===== src/rtl/stef_pkg.sv =====
`timescale 1ns / 1ps
`default_nettype none
// ----------------------------------------------------------------------------
// stef_pkg: shared types for the spanning tree edge filter
// Transaction payloads, the token that walks the label cell chain, and the
// controller state encoding.
// ----------------------------------------------------------------------------
package stef_pkg;

  localparam int NODE_W   = 6;
  localparam int LABEL_W  = 7;
  localparam int COUNT_W  = 7;
  localparam int WEIGHT_W = 16;
  localparam int POS_W    = 12;

  localparam logic CMD_START = 1'b0;
  localparam logic CMD_EDGE  = 1'b1;

  typedef struct packed {
    logic                command;
    logic [NODE_W-1:0]   end_a;
    logic [NODE_W-1:0]   end_b;
    logic [WEIGHT_W-1:0] weight;
    logic                last_edge;
  } stef_in_t;

  typedef struct packed {
    logic                accepted;
    logic [POS_W-1:0]    edge_position;
    logic [NODE_W-1:0]   out_a;
    logic [NODE_W-1:0]   out_b;
    logic [WEIGHT_W-1:0] out_weight;
    logic                tree_complete;
  } stef_out_t;

  typedef enum logic {
    OP_PROBE  = 1'b0,
    OP_UPDATE = 1'b1
  } stef_op_t;

  typedef struct packed {
    logic               valid;
    stef_op_t           op;
    logic [NODE_W-1:0]  node_a;
    logic [NODE_W-1:0]  node_b;
    logic [LABEL_W-1:0] label_a;
    logic [LABEL_W-1:0] label_b;
    logic               wr_a;
    logic               wr_b;
    logic [LABEL_W-1:0] wr_val;
    logic               merge;
    logic [COUNT_W-1:0] node_lim;
  } stef_token_t;

  typedef enum logic [1:0] {
    ST_IDLE   = 2'd0,
    ST_PROBE  = 2'd1,
    ST_UPDATE = 2'd2
  } stef_state_t;

endpackage
`default_nettype wire


===== src/rtl/stef_cell.sv =====
`timescale 1ns / 1ps
`default_nettype none
// ----------------------------------------------------------------------------
// stef_cell: one node label cell
// Holds the component label of node IDX. A token passes through each cycle;
// a probe token picks up the label, an update token rewrites it.
// ----------------------------------------------------------------------------
module stef_cell #(
  parameter int IDX = 0
) (
  input  wire                 clk,
  input  wire                 rst_n,
  input  wire                 clear,
  input  stef_pkg::stef_token_t tok_in,
  output stef_pkg::stef_token_t tok_out
);

  logic [stef_pkg::LABEL_W-1:0] label_r;
  logic [stef_pkg::LABEL_W-1:0] label_nxt;
  stef_pkg::stef_token_t        tok_r;
  stef_pkg::stef_token_t        tok_nxt;
  logic                         hit_a;
  logic                         hit_b;
  logic                         in_range;

  always_comb begin
    hit_a     = (IDX == int'(tok_in.node_a));
    hit_b     = (IDX == int'(tok_in.node_b));
    in_range  = (IDX < int'(tok_in.node_lim));
    label_nxt = label_r;
    tok_nxt   = tok_in;
    if (clear) begin
      label_nxt = '0;
    end else if (tok_in.valid) begin
      if (tok_in.op == stef_pkg::OP_PROBE) begin
        if (hit_a) begin
          tok_nxt.label_a = label_r;
        end
        if (hit_b) begin
          tok_nxt.label_b = label_r;
        end
      end else begin
        // merge: every node of the second component takes the first label
        if (tok_in.merge && in_range && label_r == tok_in.label_b) begin
          label_nxt = tok_in.label_a;
        end
        if ((tok_in.wr_a && hit_a) || (tok_in.wr_b && hit_b)) begin
          label_nxt = tok_in.wr_val;
        end
      end
    end
  end

  always_ff @(posedge clk) begin
    if (!rst_n) begin
      label_r <= '0;
      tok_r   <= '0;
    end else begin
      label_r <= label_nxt;
      tok_r   <= tok_nxt;
    end
  end

  assign tok_out = tok_r;

endmodule
`default_nettype wire


===== config.mk =====
export PLATFORM = sky130hd
export DESIGN_NAME = stef_cell
export DESIGN_NICKNAME = d
export VERILOG_FILES = /design/src/rtl/stef_pkg.sv /design/src/rtl/stef_cell.sv
export SDC_FILE = /design/constraint.sdc
export NUM_CORES = 1
export LEC_CHECK = 0
export BUFFER_PORTS_ARGS = -buffer_cell sky130_fd_sc_hd__buf_2
export CELL_PAD_IN_SITES_DETAIL_PLACEMENT = 0
export CELL_PAD_IN_SITES_GLOBAL_PLACEMENT = 1
export CORE_AREA = 2 2 76 78
export DETAILED_ROUTE_END_ITERATION = 8
export DIE_AREA = 0 0 78 80
export PLACE_DENSITY = 0.84
export SETUP_SLACK_MARGIN = 0.4
export SKIP_CTS_REPAIR_TIMING = 1
export SLEW_MARGIN = 25
export SYNTH_ARGS = -nofsm -noshare
export SYNTH_HDL_FRONTEND = slang
export SYNTH_SLANG_ARGS = --single-unit

===== constraint.sdc =====
create_clock -name clk -period 3.8 [get_ports clk]
set_input_delay 0.38 -clock clk [delete_from_list [all_inputs] [get_ports clk]]
set_output_delay 0.38 -clock clk [all_outputs]
set_load 0.03 [all_outputs]

== Word-level counts from Yosys, hierarchy flattened ==
Index checks and enable logic that the tools add are counted.

* Flip-flop bits (word level): 52
* Input port bits: 48
* Output and inout port bits: 45
* Logic and storage cells: 32

* Magnitude comparators: 1
* Equality and inequality tests: 1
* Muxes and demuxes: 7
* Bitwise gates (word level): 1
* Reduce and logical (&&, ||, !) cells: 10

{| class="wikitable"
|+ Operators with widths
! operator !! number
|-
| $mux W14 || 3
|-
| $mux W7 || 4
|-
| $logic_not A6 Y1 || 2
|-
| $eq A7 B7 Y1 || 1
|-
| $lt A1 B7 Y1 const A || 1
|-
| $logic_and A1 B1 Y1 || 4
|-
| $reduce_and A3 Y1 || 1
|-
| $reduce_bool A2 Y1 || 1
|-
| $reduce_or A2 Y1 || 1
|-
| $logic_or A1 B1 Y1 || 1
|-
| $not A1 Y1 || 1
|}

== Depth between registers and ports, before layout ==
* Word-level depth: 5
* Mapped depth: 6
* Gate-level depth less buffers: 5

== Least setup slack after synthesis ==
Ideal clock, no wire load.

* Path kind: input to register
* From: in tok_in[32] in the netlist's numbering
* To: reg label_r[0] in the netlist's numbering
* Library setup time: 125 ps
* Data arrival time: 1395 ps
* Required time: 3675 ps
* Slack: 2280 ps
* Stages on the path: 5
* Path buffers: 0
* Cells stage by stage: nor4_4 nand3_2 a21o_1 a221oi_1 nor3b_1

* Longest elaborated chain between the ends: 5
* Elaborated cells between the ends (all ways): 6
* Those cells by class: mux: 1; reduce/logical: 5

{| class="wikitable"
|+ RTL lines
! what !! line !! text
|-
| start, declared || stef_cell.sv:14 || <nowiki>input stef_pkg::stef_token_t tok_in,</nowiki>
|-
| $logic_not A6 Y1 * || stef_cell.sv:28 || <nowiki>hit_b = (IDX == int'(tok_in.node_b));</nowiki>
|-
| $logic_and A1 B1 Y1 * || stef_cell.sv:47 || <nowiki>if ((tok_in.wr_a && hit_a) || (tok_in.wr_b && hit_b)) begin</nowiki>
|-
| $logic_or A1 B1 Y1 * || stef_cell.sv:47 ||
|-
| $reduce_bool A2 Y1 (no source line) || -- ||
|-
| $reduce_and A3 Y1 (no source line) || -- ||
|-
| end signal, assigned || stef_cell.sv:59 || <nowiki>label_r <= label_nxt;</nowiki>
|-
| end, declared || stef_cell.sv:18 || <nowiki>logic [stef_pkg::LABEL_W-1:0] label_r;</nowiki>
|}

Every way passes the cells marked *; elsewhere a longest branch is shown, timed or not.
A chain may end at the register's enable or synchronous reset.

== Final worst setup path ==
* From: reg label_r[1] in the netlist's numbering
* To: reg label_r[5] in the netlist's numbering

* Longest elaborated chain between the ends: 4

{| class="wikitable"
|+ RTL lines
! what !! line !! text
|-
| $eq A7 B7 Y1 || stef_cell.sv:44 || <nowiki>if (tok_in.merge && in_range && label_r == tok_in.label_b) begin</nowiki>
|-
| $logic_and A1 B1 Y1 || stef_cell.sv:44 ||
|-
| $reduce_bool A2 Y1 (no source line) || -- ||
|-
| $reduce_and A3 Y1 (no source line) || -- ||
|}

No other way between the ends.

==> results.ini <==
[outcome]
status=finished clean

[power_and_ir_drop]
irDropWorstVdd_mv=0.161
seq_power_share=0.520
p_comb_frac=0.138
leakagePower_nw=1.28
powerDensity_nw_per_um2=433
finalPower_mw=1.11
intPower_mw=0.825
clock_power_share=0.342
switching_share=0.255
net-switching-power_mw=0.282

[grt]
grtUsageTotal=0.145
grt_start_max_net_pins=47
grt_overflow_total=0
antenna_found_initial=0
grt_pass1_wl_um=7050
grt_pass1_vias=1488

[setup_path]
crit_start=label_r[1]
cp_max_fo=7
crit_chain=xor2_1 -> nor4_2 -> nand3_1 -> a221oi_1 -> nor3b_1
rr_startpoint=label_r[1]
cp-start-kind=register
worstPathArrival_ns=1.90
required_ns=3.99
crit_type=reg2reg
crit_buf_inv=0
cp_top_family=simple AND/OR/NAND/NOR gates
end_kind=register
crit_slowest_cell=dfxtp_1
max_stage_delay_ns=0.37

[placed_design]
placed_cells=332
gp_congestion=0.801
dpl.hpwl_um=3430
post-place-ws_ns=1.93
numPortBuffers=92

[cells_and_area]
antennaDiodeCount=0
layout.cells.non_filler=340
area_delta_synth_final_pct=33.4
nets=315
layout-drive-gt1-share=0.399

[floorplan]
start_util=0.355
rows=27
dieArea_um2=6240
core-area_um2=5410
fp.dieW_um=78
die_h_um=80
ioPinCount=93

[clocking]
clk-insertion-delay-late_ns=0.30
cts.htree.levels=2
cts_buffers=5
cts_tree=done
cts.sinks=52
clk_pin_slew_worst_paths_ns=0.09
root_buffer=clkbuf_8
clockBufferDepth=2

[route]
dr.first_iter.drc_count=66
remaining_drc_errors=0
postRouteAntennaNets=0
routed_wl_um=4520
dr_wl_met2_um=2050
vias_per_cell=4.64
top_layer_used=met4
wl_per_cell_um=13.3
wl_met1_um=2020
first_pass_iters=4
vias=1576
met3_length_um=370

[yosys]
seq_area_frac_synth=0.543
yosys.cell_types.count=20
syn-num-nets=222
synth.ff_latch_count=52
synth_area_um2=1920
synth_cells=174
syn_area_per_cell_um2=11.0
yosysWarningCount=0

[sta]
fmax_ghz=0.587
drv_slew=0
fin_ws_ns=2.10
rsz0062_at_grt=false
fin_tns_setup_ns=0
holdWs_ns=0.292
maxSlewHeadroom=0.606
hold_viol=0
worstMarginPinSlew_ns=0.592
clock-skew-final_ns=0.00702
fin_crit_ns=1.70
fin_crit_sh=0.448
setup_viol=0

[worst_hold_path]
hold_class=in2reg
worstHoldStart=tok_in[3]

[run]
cap_viol_max_count=0

stage by stage:
step           cell area, um^2   util
4_1_cts                   2560  0.473
5_1_grt                   2560  0.473
3_5_place_dp              2440  0.452
6_report                  2560  0.473
2_1_floorplan             1920      -
3_3_place_gp              2440  0.452
final timing paths:
kind,end,slack (ns),depth (start not counted)
max reg2reg,label_r[5],2.10,5
min,tok_out[3],0.29,2
max,label_r[5],2.10,5
min reg2reg,tok_out[20],0.57,2
layout make-up:
class / instances / area (um^2)
Multi-Input combinational cell: 116 / 850
Timing Repair Buffer: 92 / 460
Sequential cell: 52 / 1040
Clock buffer: 5 / 68.8
Fill cell: 509 / 2850
Tap cell: 72 / 90.1
Clock inverter: 3 / 46.3
placed cells by master (no fill, tap or decap):
cell        netlist  final
and3_1            8      8
clkbuf_8          0      5
a21oi_2           1      1
nand2_1           3      3
a221oi_1          7      7
nand3_2           2      2
nor4_4            2      2
a21o_1            1      1
bufinv_16         0      1
nor2_1            2      2
mux2i_1          14     14
clkinvlp_4        0      1
and2_1           31     31
nor4_1            1      1
buf_2             0     92
dfxtp_1          52     52
nor3b_1           8      8
inv_6             0      1
nand3_1           4      4
nor4_2            2      2
nor2b_1          15     15
nor3_1            8      8
xor2_1            7      7
synthesized netlist by cell type (all sizes together):
| master | instances | area, um^2 |
|---|---|---|
| mux2i | 14 | 140 |
| nor3 | 8 | 40.0 |
| buf | 1 | 7.51 |
| xor2 | 7 | 61.3 |
| nand2 | 3 | 11.3 |
| a21oi | 1 | 8.76 |
| dfxtp | 52 | 1040 |
| a221oi | 7 | 61.3 |
| nor4 | 5 | 73.8 |
| and3 | 8 | 50.1 |
| nand3 | 6 | 40.0 |
| a21o | 1 | 7.51 |
| nor2 | 2 | 7.51 |
| nor2b | 15 | 93.8 |
| clkbuf | 5 | 18.8 |
| and2 | 31 | 194 |
| nor3b | 8 | 60.1 |
power groups by stage:
stage	combinational (mW)	sequential [mW]	clock [mW]
floorplan	0.0370	0.642	0
global placement	0.154	0.588	0
detailed placement	0.154	0.588	0
CTS	0.155	0.576	0.395
global route	0.165	0.578	0.416
finish	0.153	0.575	0.379
layer usage:
layer,GRT usage,vias to the layer above
met5,0,-
met4,0.0702,0
met3,0.0385,8
met2,0.222,69
met1,0.190,710
li1,-,789
cells by family (layout without fill, tap and decap cells):
logic type | Yosys count | in the layout | synth area share
flip-flops | 52 | 52 | 0.543
XOR/XNOR | 7 | 7 | 0.0320
AO/OA/AOI/OAI | 9 | 9 | 0.0405
multiplexers | 14 | 14 | 0.0731
AND/OR/NAND/NOR | 86 | 86 | 0.298
buffers and inverters | 6 | 100 | 0.0137
flip-flops by register name, summed over array words and instances, names as in the netlist:
signal	flops
label_r	7
tok_out	45
Power figures use the tool's default switching activity.
