File: src/rtl/stef_pkg.sv
`timescale 1ns / 1ps
`default_nettype none
// ----------------------------------------------------------------------------
// stef_pkg: shared types for the spanning tree edge filter
// Transaction payloads, the token that walks the label cell chain, and the
// controller state encoding.
// ----------------------------------------------------------------------------
package stef_pkg;

  localparam int NODE_W   = 6;
  localparam int LABEL_W  = 7;
  localparam int COUNT_W  = 7;
  localparam int WEIGHT_W = 16;
  localparam int POS_W    = 12;

  localparam logic CMD_START = 1'b0;
  localparam logic CMD_EDGE  = 1'b1;

  typedef struct packed {
    logic                command;
    logic [NODE_W-1:0]   end_a;
    logic [NODE_W-1:0]   end_b;
    logic [WEIGHT_W-1:0] weight;
    logic                last_edge;
  } stef_in_t;

  typedef struct packed {
    logic                accepted;
    logic [POS_W-1:0]    edge_position;
    logic [NODE_W-1:0]   out_a;
    logic [NODE_W-1:0]   out_b;
    logic [WEIGHT_W-1:0] out_weight;
    logic                tree_complete;
  } stef_out_t;

  typedef enum logic {
    OP_PROBE  = 1'b0,
    OP_UPDATE = 1'b1
  } stef_op_t;

  typedef struct packed {
    logic               valid;
    stef_op_t           op;
    logic [NODE_W-1:0]  node_a;
    logic [NODE_W-1:0]  node_b;
    logic [LABEL_W-1:0] label_a;
    logic [LABEL_W-1:0] label_b;
    logic               wr_a;
    logic               wr_b;
    logic [LABEL_W-1:0] wr_val;
    logic               merge;
    logic [COUNT_W-1:0] node_lim;
  } stef_token_t;

  typedef enum logic [1:0] {
    ST_IDLE   = 2'd0,
    ST_PROBE  = 2'd1,
    ST_UPDATE = 2'd2
  } stef_state_t;

endpackage
`default_nettype wire

File: src/rtl/stef_ctrl.sv
`timescale 1ns / 1ps
`default_nettype none
// ----------------------------------------------------------------------------
// stef_ctrl: edge filter controller
// Takes transactions, launches probe and update tokens into the label chain,
// decides on each edge and drives the result register.
// ----------------------------------------------------------------------------
module stef_ctrl #(
  parameter int MAX_NODES = 64,
  parameter int MAX_EDGES = 4096
) (
  input  wire                                 clk,
  input  wire                                 rst_n,
  input  wire                                 start,
  output logic                                busy,
  input  stef_pkg::stef_in_t                  in_data,
  output logic                                out_strobe,
  output stef_pkg::stef_out_t                 out_data,
  input  wire                                 cfg_wr_en,
  input  wire [stef_pkg::COUNT_W-1:0]         cfg_wr_data,
  output logic                                clear,
  output stef_pkg::stef_token_t               tok_launch,
  input  stef_pkg::stef_token_t               tok_ret
);

  localparam int CNT_W = (MAX_EDGES > 2) ? $clog2(MAX_EDGES) : 1;

  stef_pkg::stef_state_t          state_r, state_nxt;
  logic [stef_pkg::LABEL_W-1:0]   tree_size_r, tree_size_nxt;
  logic [CNT_W-1:0]               edge_cnt_r, edge_cnt_nxt;
  logic                           list_ended_r, list_ended_nxt;
  stef_pkg::stef_in_t             edge_r, edge_nxt;
  logic [CNT_W-1:0]               pos_r, pos_nxt;
  logic                           last_r, last_nxt;
  logic                           out_strobe_r, out_strobe_nxt;
  stef_pkg::stef_out_t            out_data_r, out_data_nxt;
  logic [stef_pkg::COUNT_W-1:0]   node_count_r;

  logic [stef_pkg::COUNT_W-1:0]   n_use;
  logic                           at_lim;
  logic                           last_in;
  logic                           eligible;
  logic                           ends_ok;
  logic                           acc;
  logic [stef_pkg::LABEL_W-1:0]   la;
  logic [stef_pkg::LABEL_W-1:0]   lb;
  logic [stef_pkg::LABEL_W-1:0]   fresh;

  always_comb begin
    n_use    = (int'(node_count_r) > MAX_NODES) ? stef_pkg::COUNT_W'(MAX_NODES) : node_count_r;
    at_lim   = (edge_cnt_r == CNT_W'(MAX_EDGES - 1));
    last_in  = in_data.last_edge | at_lim;
    eligible = (tree_size_r < n_use) && !list_ended_r;
    ends_ok  = ({1'b0, in_data.end_a} < n_use) && ({1'b0, in_data.end_b} < n_use) &&
               (in_data.end_a != in_data.end_b);
    la       = tok_ret.label_a;
    lb       = tok_ret.label_b;
    fresh    = tree_size_r + stef_pkg::LABEL_W'(1);
    acc      = 1'b0;

    state_nxt      = state_r;
    tree_size_nxt  = tree_size_r;
    edge_cnt_nxt   = edge_cnt_r;
    list_ended_nxt = list_ended_r;
    edge_nxt       = edge_r;
    pos_nxt        = pos_r;
    last_nxt       = last_r;
    out_strobe_nxt = 1'b0;
    out_data_nxt   = out_data_r;
    clear          = 1'b0;
    tok_launch     = '0;
    tok_launch.node_a   = edge_r.end_a;
    tok_launch.node_b   = edge_r.end_b;
    tok_launch.node_lim = n_use;

    case (state_r)
      stef_pkg::ST_IDLE: begin
        if (start) begin
          if (in_data.command == stef_pkg::CMD_START) begin
            clear          = 1'b1;
            tree_size_nxt  = stef_pkg::LABEL_W'(1);
            edge_cnt_nxt   = '0;
            list_ended_nxt = 1'b0;
          end else begin
            if (!at_lim) begin
              edge_cnt_nxt = edge_cnt_r + CNT_W'(1);
            end
            edge_nxt = in_data;
            pos_nxt  = edge_cnt_r;
            last_nxt = last_in;
            if (eligible && ends_ok) begin
              tok_launch.valid  = 1'b1;
              tok_launch.op     = stef_pkg::OP_PROBE;
              tok_launch.node_a = in_data.end_a;
              tok_launch.node_b = in_data.end_b;
              state_nxt         = stef_pkg::ST_PROBE;
            end else begin
              // rejected without a label lookup
              list_ended_nxt             = list_ended_r | (eligible & last_in);
              out_strobe_nxt             = 1'b1;
              out_data_nxt.accepted      = 1'b0;
              out_data_nxt.edge_position = stef_pkg::POS_W'(edge_cnt_r);
              out_data_nxt.out_a         = in_data.end_a;
              out_data_nxt.out_b         = in_data.end_b;
              out_data_nxt.out_weight    = in_data.weight;
              out_data_nxt.tree_complete = (tree_size_r >= n_use) || list_ended_nxt;
            end
          end
        end
      end
      stef_pkg::ST_PROBE: begin
        if (tok_ret.valid) begin
          tok_launch.op = stef_pkg::OP_UPDATE;
          tok_launch.label_a = la;
          tok_launch.label_b = lb;
          if (la == '0) begin
            acc               = 1'b1;
            tok_launch.wr_a   = 1'b1;
            tok_launch.wr_b   = (lb == '0);
            tok_launch.wr_val = (lb == '0) ? fresh : lb;
          end else if (lb == '0) begin
            acc               = 1'b1;
            tok_launch.wr_b   = 1'b1;
            tok_launch.wr_val = la;
          end else if (la != lb) begin
            acc              = 1'b1;
            tok_launch.merge = 1'b1;
          end
          if (acc) begin
            tree_size_nxt    = fresh;
            tok_launch.valid = 1'b1;
            state_nxt        = stef_pkg::ST_UPDATE;
          end else begin
            state_nxt = stef_pkg::ST_IDLE;
          end
          list_ended_nxt             = list_ended_r | last_r;
          out_strobe_nxt             = 1'b1;
          out_data_nxt.accepted      = acc;
          out_data_nxt.edge_position = stef_pkg::POS_W'(pos_r);
          out_data_nxt.out_a         = edge_r.end_a;
          out_data_nxt.out_b         = edge_r.end_b;
          out_data_nxt.out_weight    = edge_r.weight;
          out_data_nxt.tree_complete = (tree_size_nxt >= n_use) || list_ended_nxt;
        end
      end
      stef_pkg::ST_UPDATE: begin
        if (tok_ret.valid) begin
          state_nxt = stef_pkg::ST_IDLE;
        end
      end
      default: begin
        state_nxt = stef_pkg::ST_IDLE;
      end
    endcase
  end

  always_ff @(posedge clk) begin
    if (!rst_n) begin
      state_r      <= stef_pkg::ST_IDLE;
      tree_size_r  <= stef_pkg::LABEL_W'(1);
      edge_cnt_r   <= '0;
      list_ended_r <= 1'b0;
      out_strobe_r <= 1'b0;
      node_count_r <= stef_pkg::COUNT_W'(64);
    end else begin
      state_r      <= state_nxt;
      tree_size_r  <= tree_size_nxt;
      edge_cnt_r   <= edge_cnt_nxt;
      list_ended_r <= list_ended_nxt;
      out_strobe_r <= out_strobe_nxt;
      if (cfg_wr_en) begin
        node_count_r <= cfg_wr_data;
      end
    end
  end

  always_ff @(posedge clk) begin
    edge_r     <= edge_nxt;
    pos_r      <= pos_nxt;
    last_r     <= last_nxt;
    out_data_r <= out_data_nxt;
  end

  assign busy       = (state_r != stef_pkg::ST_IDLE);
  assign out_strobe = out_strobe_r;
  assign out_data   = out_data_r;

endmodule
`default_nettype wire
File: config.mk
export PLATFORM = sky130hd
export DESIGN_NAME = stef_ctrl
export DESIGN_NICKNAME = d
export VERILOG_FILES = /design/src/rtl/stef_pkg.sv /design/src/rtl/stef_ctrl.sv
export SDC_FILE = /design/constraint.sdc
export NUM_CORES = 1
export LEC_CHECK = 0
export ABC_AREA = 0
export BUFFER_PORTS_ARGS = -buffer_cell sky130_fd_sc_hd__buf_2
export CORE_MARGIN = 2
export CORE_UTILIZATION = 30
export CTS_CLUSTER_DIAMETER = 40
export CTS_CLUSTER_SIZE = 12
export DETAILED_ROUTE_END_ITERATION = 16
export PLACE_DENSITY = 0.62
export SLEW_MARGIN = 20
export SYNTH_ARGS = -nofsm -noshare
export SYNTH_HDL_FRONTEND = slang
export SYNTH_SLANG_ARGS = --single-unit
File: constraint.sdc
create_clock -name clk -period 5.7 [get_ports clk]
set_input_delay 1.14 -clock clk [delete_from_list [all_inputs] [get_ports clk]]
set_output_delay 1.14 -clock clk [all_outputs]
set_load 0.005 [all_outputs]
* Word level (Yosys, flattened, before mapping) *
Cells that the tools add are included.

storage, ports and cells
  bits in registers = 113
  input port bits = 86
  output and inout port bits = 90
  logic and storage cells = 116

operators by class
  add/sub/neg operators = 2
  order comparisons = 6
  eq/ne operators = 14
  muxes and demuxes = 55
  bitwise operators = 4
  reductions and logical operators = 18

operators by type and width
  kind                     count
  $mux W42                 4
  $pmux W42 S2             1
  $mux W7                  8
  $mux W24                 2
  $mux W14                 3
  $mux W12                 3
  $mux W1                  20
  $mux W8                  2
  $ne A2 B2 Y1 const B     8
  $ge A7 B7 Y1             2
  $logic_not A7 Y1         2
  $lt A6 B7 Y1             2
  $mux W2                  7
  $pmux W7 S2              1
  $add A12 B1 Y12 const B  1
  $eq A12 B12 Y1 const B   1
  $reduce_and A5 Y1        2
  $reduce_and A4 Y1        2
  $add A7 B1 Y7 const B    1
  $gt A7 B7 Y1 const B     1
  $lt A7 B7 Y1             1
  $ne A7 B7 Y1             1
  $ne A6 B6 Y1             1
  $pmux W2 S3              1
  other kinds (13)         22

* Longest topological paths before layout *
  depth in word-level cells = 13
  mapped depth = 13
  depth with buffers taken out = 11

* Least setup slack after synthesis *
Ideal clock, no wire load.

  kind = input port to output port
  from = input in_data[29] (netlist name)
  to = output tok_launch[33] (netlist name)
  arrival time = 4.177 ns
  required time = 4.560 ns
  setup slack = 0.383 ns
  cell stages on the path = 6
  buffers on the path = 2
  path through = clkbuf_1 -> inv_1 -> nor2_1 -> nand3_2 -> buf_6 -> mux2_4

RTL lines
  item             line             source
  start, declared  stef_ctrl.sv:16  input stef_pkg::stef_in_t in_data,
  end, declared    stef_ctrl.sv:22  output stef_pkg::stef_token_t tok_launch,

==> flow_summary.ini <==
[global_route]
grt_util_all_layers = 0.140
grt_pass1_wl_um = 22000
antenna_found_initial = 0
grt_overflow = 0
grt_pass1_vias = 4184
grt_start_max_net_pins = 62

[worst_setup_path]
r2r_start = node_count_r[6]
critical_path_required_ns = 4.56
ff2ff_path_depth = 10
startpoint_type = register
crit_type = register to output port
arrival_ns = 3.58
crit_start = node_count_r[6]
r2r_setup_slack_ns = 2.31
crit_path_end = tok_launch[33]
r2r_end = out_data[8]
endpoint_kind = output port
crit_fanout = 13

[logic_synthesis]
seq_area_frac_synth = 0.536
post_synth_instance_area_mm2 = 0.00577
synthFlopType = edfxtp_1
synth_fp_nets = 594
yosysTopAreaCellShare = 0.432
async_flop_share = 0
synth_cells = 482
synth_area_leader_cell = edfxtp_1
yosysWarnings = 0
synth_area_per_cell_um2 = 12.0
synth.area.top_cells = edfxtp_1 43%, dfxtp_1 10%, mux2_2 8.4%
synth.distinct_cells = 53
synth_seq_cells = 113
synth_edf_count = 83

[pwr]
pwr-share-seq = 0.413
swShare = 0.224
p_leak_nw = 3.09
power.share.clock = 0.485
total_power_mw = 2.30
intPower_mw = 1.78
p_switching_uw = 515
vdd_ir_drop_max_uv = 197
pwr-share-comb = 0.101
cellPowerDensity_mw_per_mm2 = 312

[place]
port_buffers = 145
hpwl_um = 9940
gp_congestion = 0.782
dp_slack_ns = 1.04

[sta]
finalCritPeriodShare = 0.829
fmax_ghz = 0.212
skew_ns = 0.00764
tightestPinTransition_ns = 0.771
hold_viol = 0
maxSlewViolCount = 0
grt_setup_unrepaired = false
setup_violations = 0
relSlewSlack = 0.486
setup_ws_ns = 0.975
fin_crit_ns = 4.72
tns_ns = 0

[layout]
fin_nets = 739
fillers = 1836
n_antenna_cell = 0
postLayoutCoreUtil = 0.392
syn_to_final_growth_pct = 27.6
multi_input_area_mm2 = 0.00254
drive_gt1_frac = 0.372
regArea_mm2 = 0.00309

[clock_network]
insertion_delay_ns = 0.41
clock_path_buffers = 2
ctsHtreeMaxLevel = 4
root_buffer = clkbuf_16
postCtsHoldBufs = 0
cts_setup_buffers = 0
cts_resized = 0
cts_tree = yes
clock-sinks = 113
clkTransAtPathRegs_ns = 0.05
cts_made_buffers = 17

[run_status]
status = finished clean

[floorplan]
num_rows = 50
dieArea_mm2 = 0.0204
die_h_um = 143
die_w_um = 143
start_util = 0.307
ios = 176
core_area_mm2 = 0.0188

[detailed_routing]
wl_um = 13900
drt_iter0_drc = 253
drtAntennaViolNets = 0
first_pass_iters = 4
vias = 4232
vias_per_cell = 4.84
drc = 0
drt-wirelength-per-cell_um = 16.0

[run]
cap_viol_max_count = 0

[min_path]
hold_class = register to register
-- worst max-delay path, stage by stage (launching register included) --
cell	delay, ns
dfxtp_1	0.48
inv_1	0.23
nand2_1	0.30
ha_1	0.29
and4b_1	0.20
o21ai_0	0.07
o22ai_1	0.14
a311oi_2	0.36
nand3_2	0.48
mux2_4	0.47
buf_2	0.13
-- cells by family (layout without fill, tap and decap cells) --
family | Yosys count | in the layout | synth area share
AND/OR/NAND/NOR | 151 | 151 | 0.136
flip-flops | 113 | 113 | 0.536
AO/OA/AOI/OAI | 62 | 62 | 0.0739
multiplexers | 60 | 60 | 0.121
buffers and inverters | 37 | 195 | 0.0267
XOR/XNOR | 33 | 33 | 0.0501
adder cells (fa/ha/maj) | 26 | 26 | 0.0564
-- power by group through the flow --
stage	Clock [mW]	Combinational [mW]	Sequential, mW
after global routing	1.17	0.262	0.954
final	1.12	0.233	0.950
after detailed placement	0	0.237	0.967
after floorplan	0	0.135	0.967
after CTS	1.14	0.239	0.950
after global placement	0	0.234	0.966
-- how the worst min path moves through the flow --
| stage | start | to | slack (ns) | depth (start not counted) |
|---|---|---|---|---|
| after CTS | edge_cnt_r[8] | pos_r[8] | 0.51 | 0 |
| after global placement | node_count_r[3] | node_count_r[3] | 0.50 | 2 |
| final | node_count_r[3] | node_count_r[3] | 0.51 | 2 |
| after detailed placement | node_count_r[3] | node_count_r[3] | 0.50 | 2 |
| after floorplan | edge_cnt_r[11] | pos_r[11] | 0.47 | 0 |
| after global routing | edge_cnt_r[8] | pos_r[8] | 0.53 | 0 |
-- metal layers --
layer  share of wire  GRT usage  vias to the layer above
met2            0.49      0.236                      105
li1                -          -                     2087
met5               0          0                        -
met3           0.038     0.0322                       10
met1            0.46      0.179                     2030
met4           0.011     0.0469                        0
-- cells in the mapped netlist, types with 2 or more instances --
cell        n
nor2_1     38
and4b_1     2
o21ai_0     8
nand4b_1    2
clkbuf_1   15
edfxtp_1   83
nor3b_1     3
nand3b_1    3
nor2b_1    11
a22oi_1     2
buf_2       5
inv_1      15
xor2_1     18
a21oi_1    18
nand4_1     6
o211ai_1    3
dfxtp_1    30
nor4_1      5
o21a_1      2
nor3_1     10
and3_1     19
ha_1       26
mux2_4      9
nand2_1    35
a2bb2oi_1   3
nand2b_1    3
xnor2_1    15
nand3_1     8
a211oi_1    4
mux2i_1     8
and2_1      2
mux2_2     43
o311ai_0    2
a31oi_1     7
-- layout make-up --
cell class              count  share of cell area
multi-input cells         332               0.345
clock inverters             7              0.0124
repair buffers            148               0.102
inverters                  15             0.00765
flip-flops and latches    113               0.420
well taps                 234              0.0398
clock buffers              25              0.0733
-- per-stage QoR --
stage / area (µm²) / hold slack [ns] / cells
6_report: 7360 / 0.513 / 874
2_1_floorplan: 5770 / 0.467 / 482
3_3_place_gp: 6730 / 0.496 / 842
5_1_grt: 7360 / 0.532 / 874
3_5_place_dp: 6730 / 0.504 / 842
4_1_cts: 7360 / 0.514 / 874
-- state kept, by name, summed over array words and instances (netlist names) --
name and count:
out_data 42, edge_r 28, edge_cnt_r 12, pos_r 12, node_count_r 7, tree_size_r 7
state_r 2, last_r 1, list_ended_r 1, out_strobe 1
-- placed cells by master, fill, tap and decap left out, types with 10 or more instances in the layout --
cell type / synthesis / routed
nor3_1: 10 / 10
buf_2: 5 / 145
mux2_2: 43 / 43
xnor2_1: 15 / 15
and3_1: 19 / 19
a21oi_1: 18 / 18
dfxtp_1: 30 / 30
ha_1: 26 / 26
edfxtp_1: 83 / 83
nor2_1: 38 / 36
xor2_1: 18 / 18
nor2b_1: 11 / 11
nand2_1: 35 / 35
clkbuf_16: 0 / 20
inv_1: 15 / 15
Power figures use the tool's default switching activity.
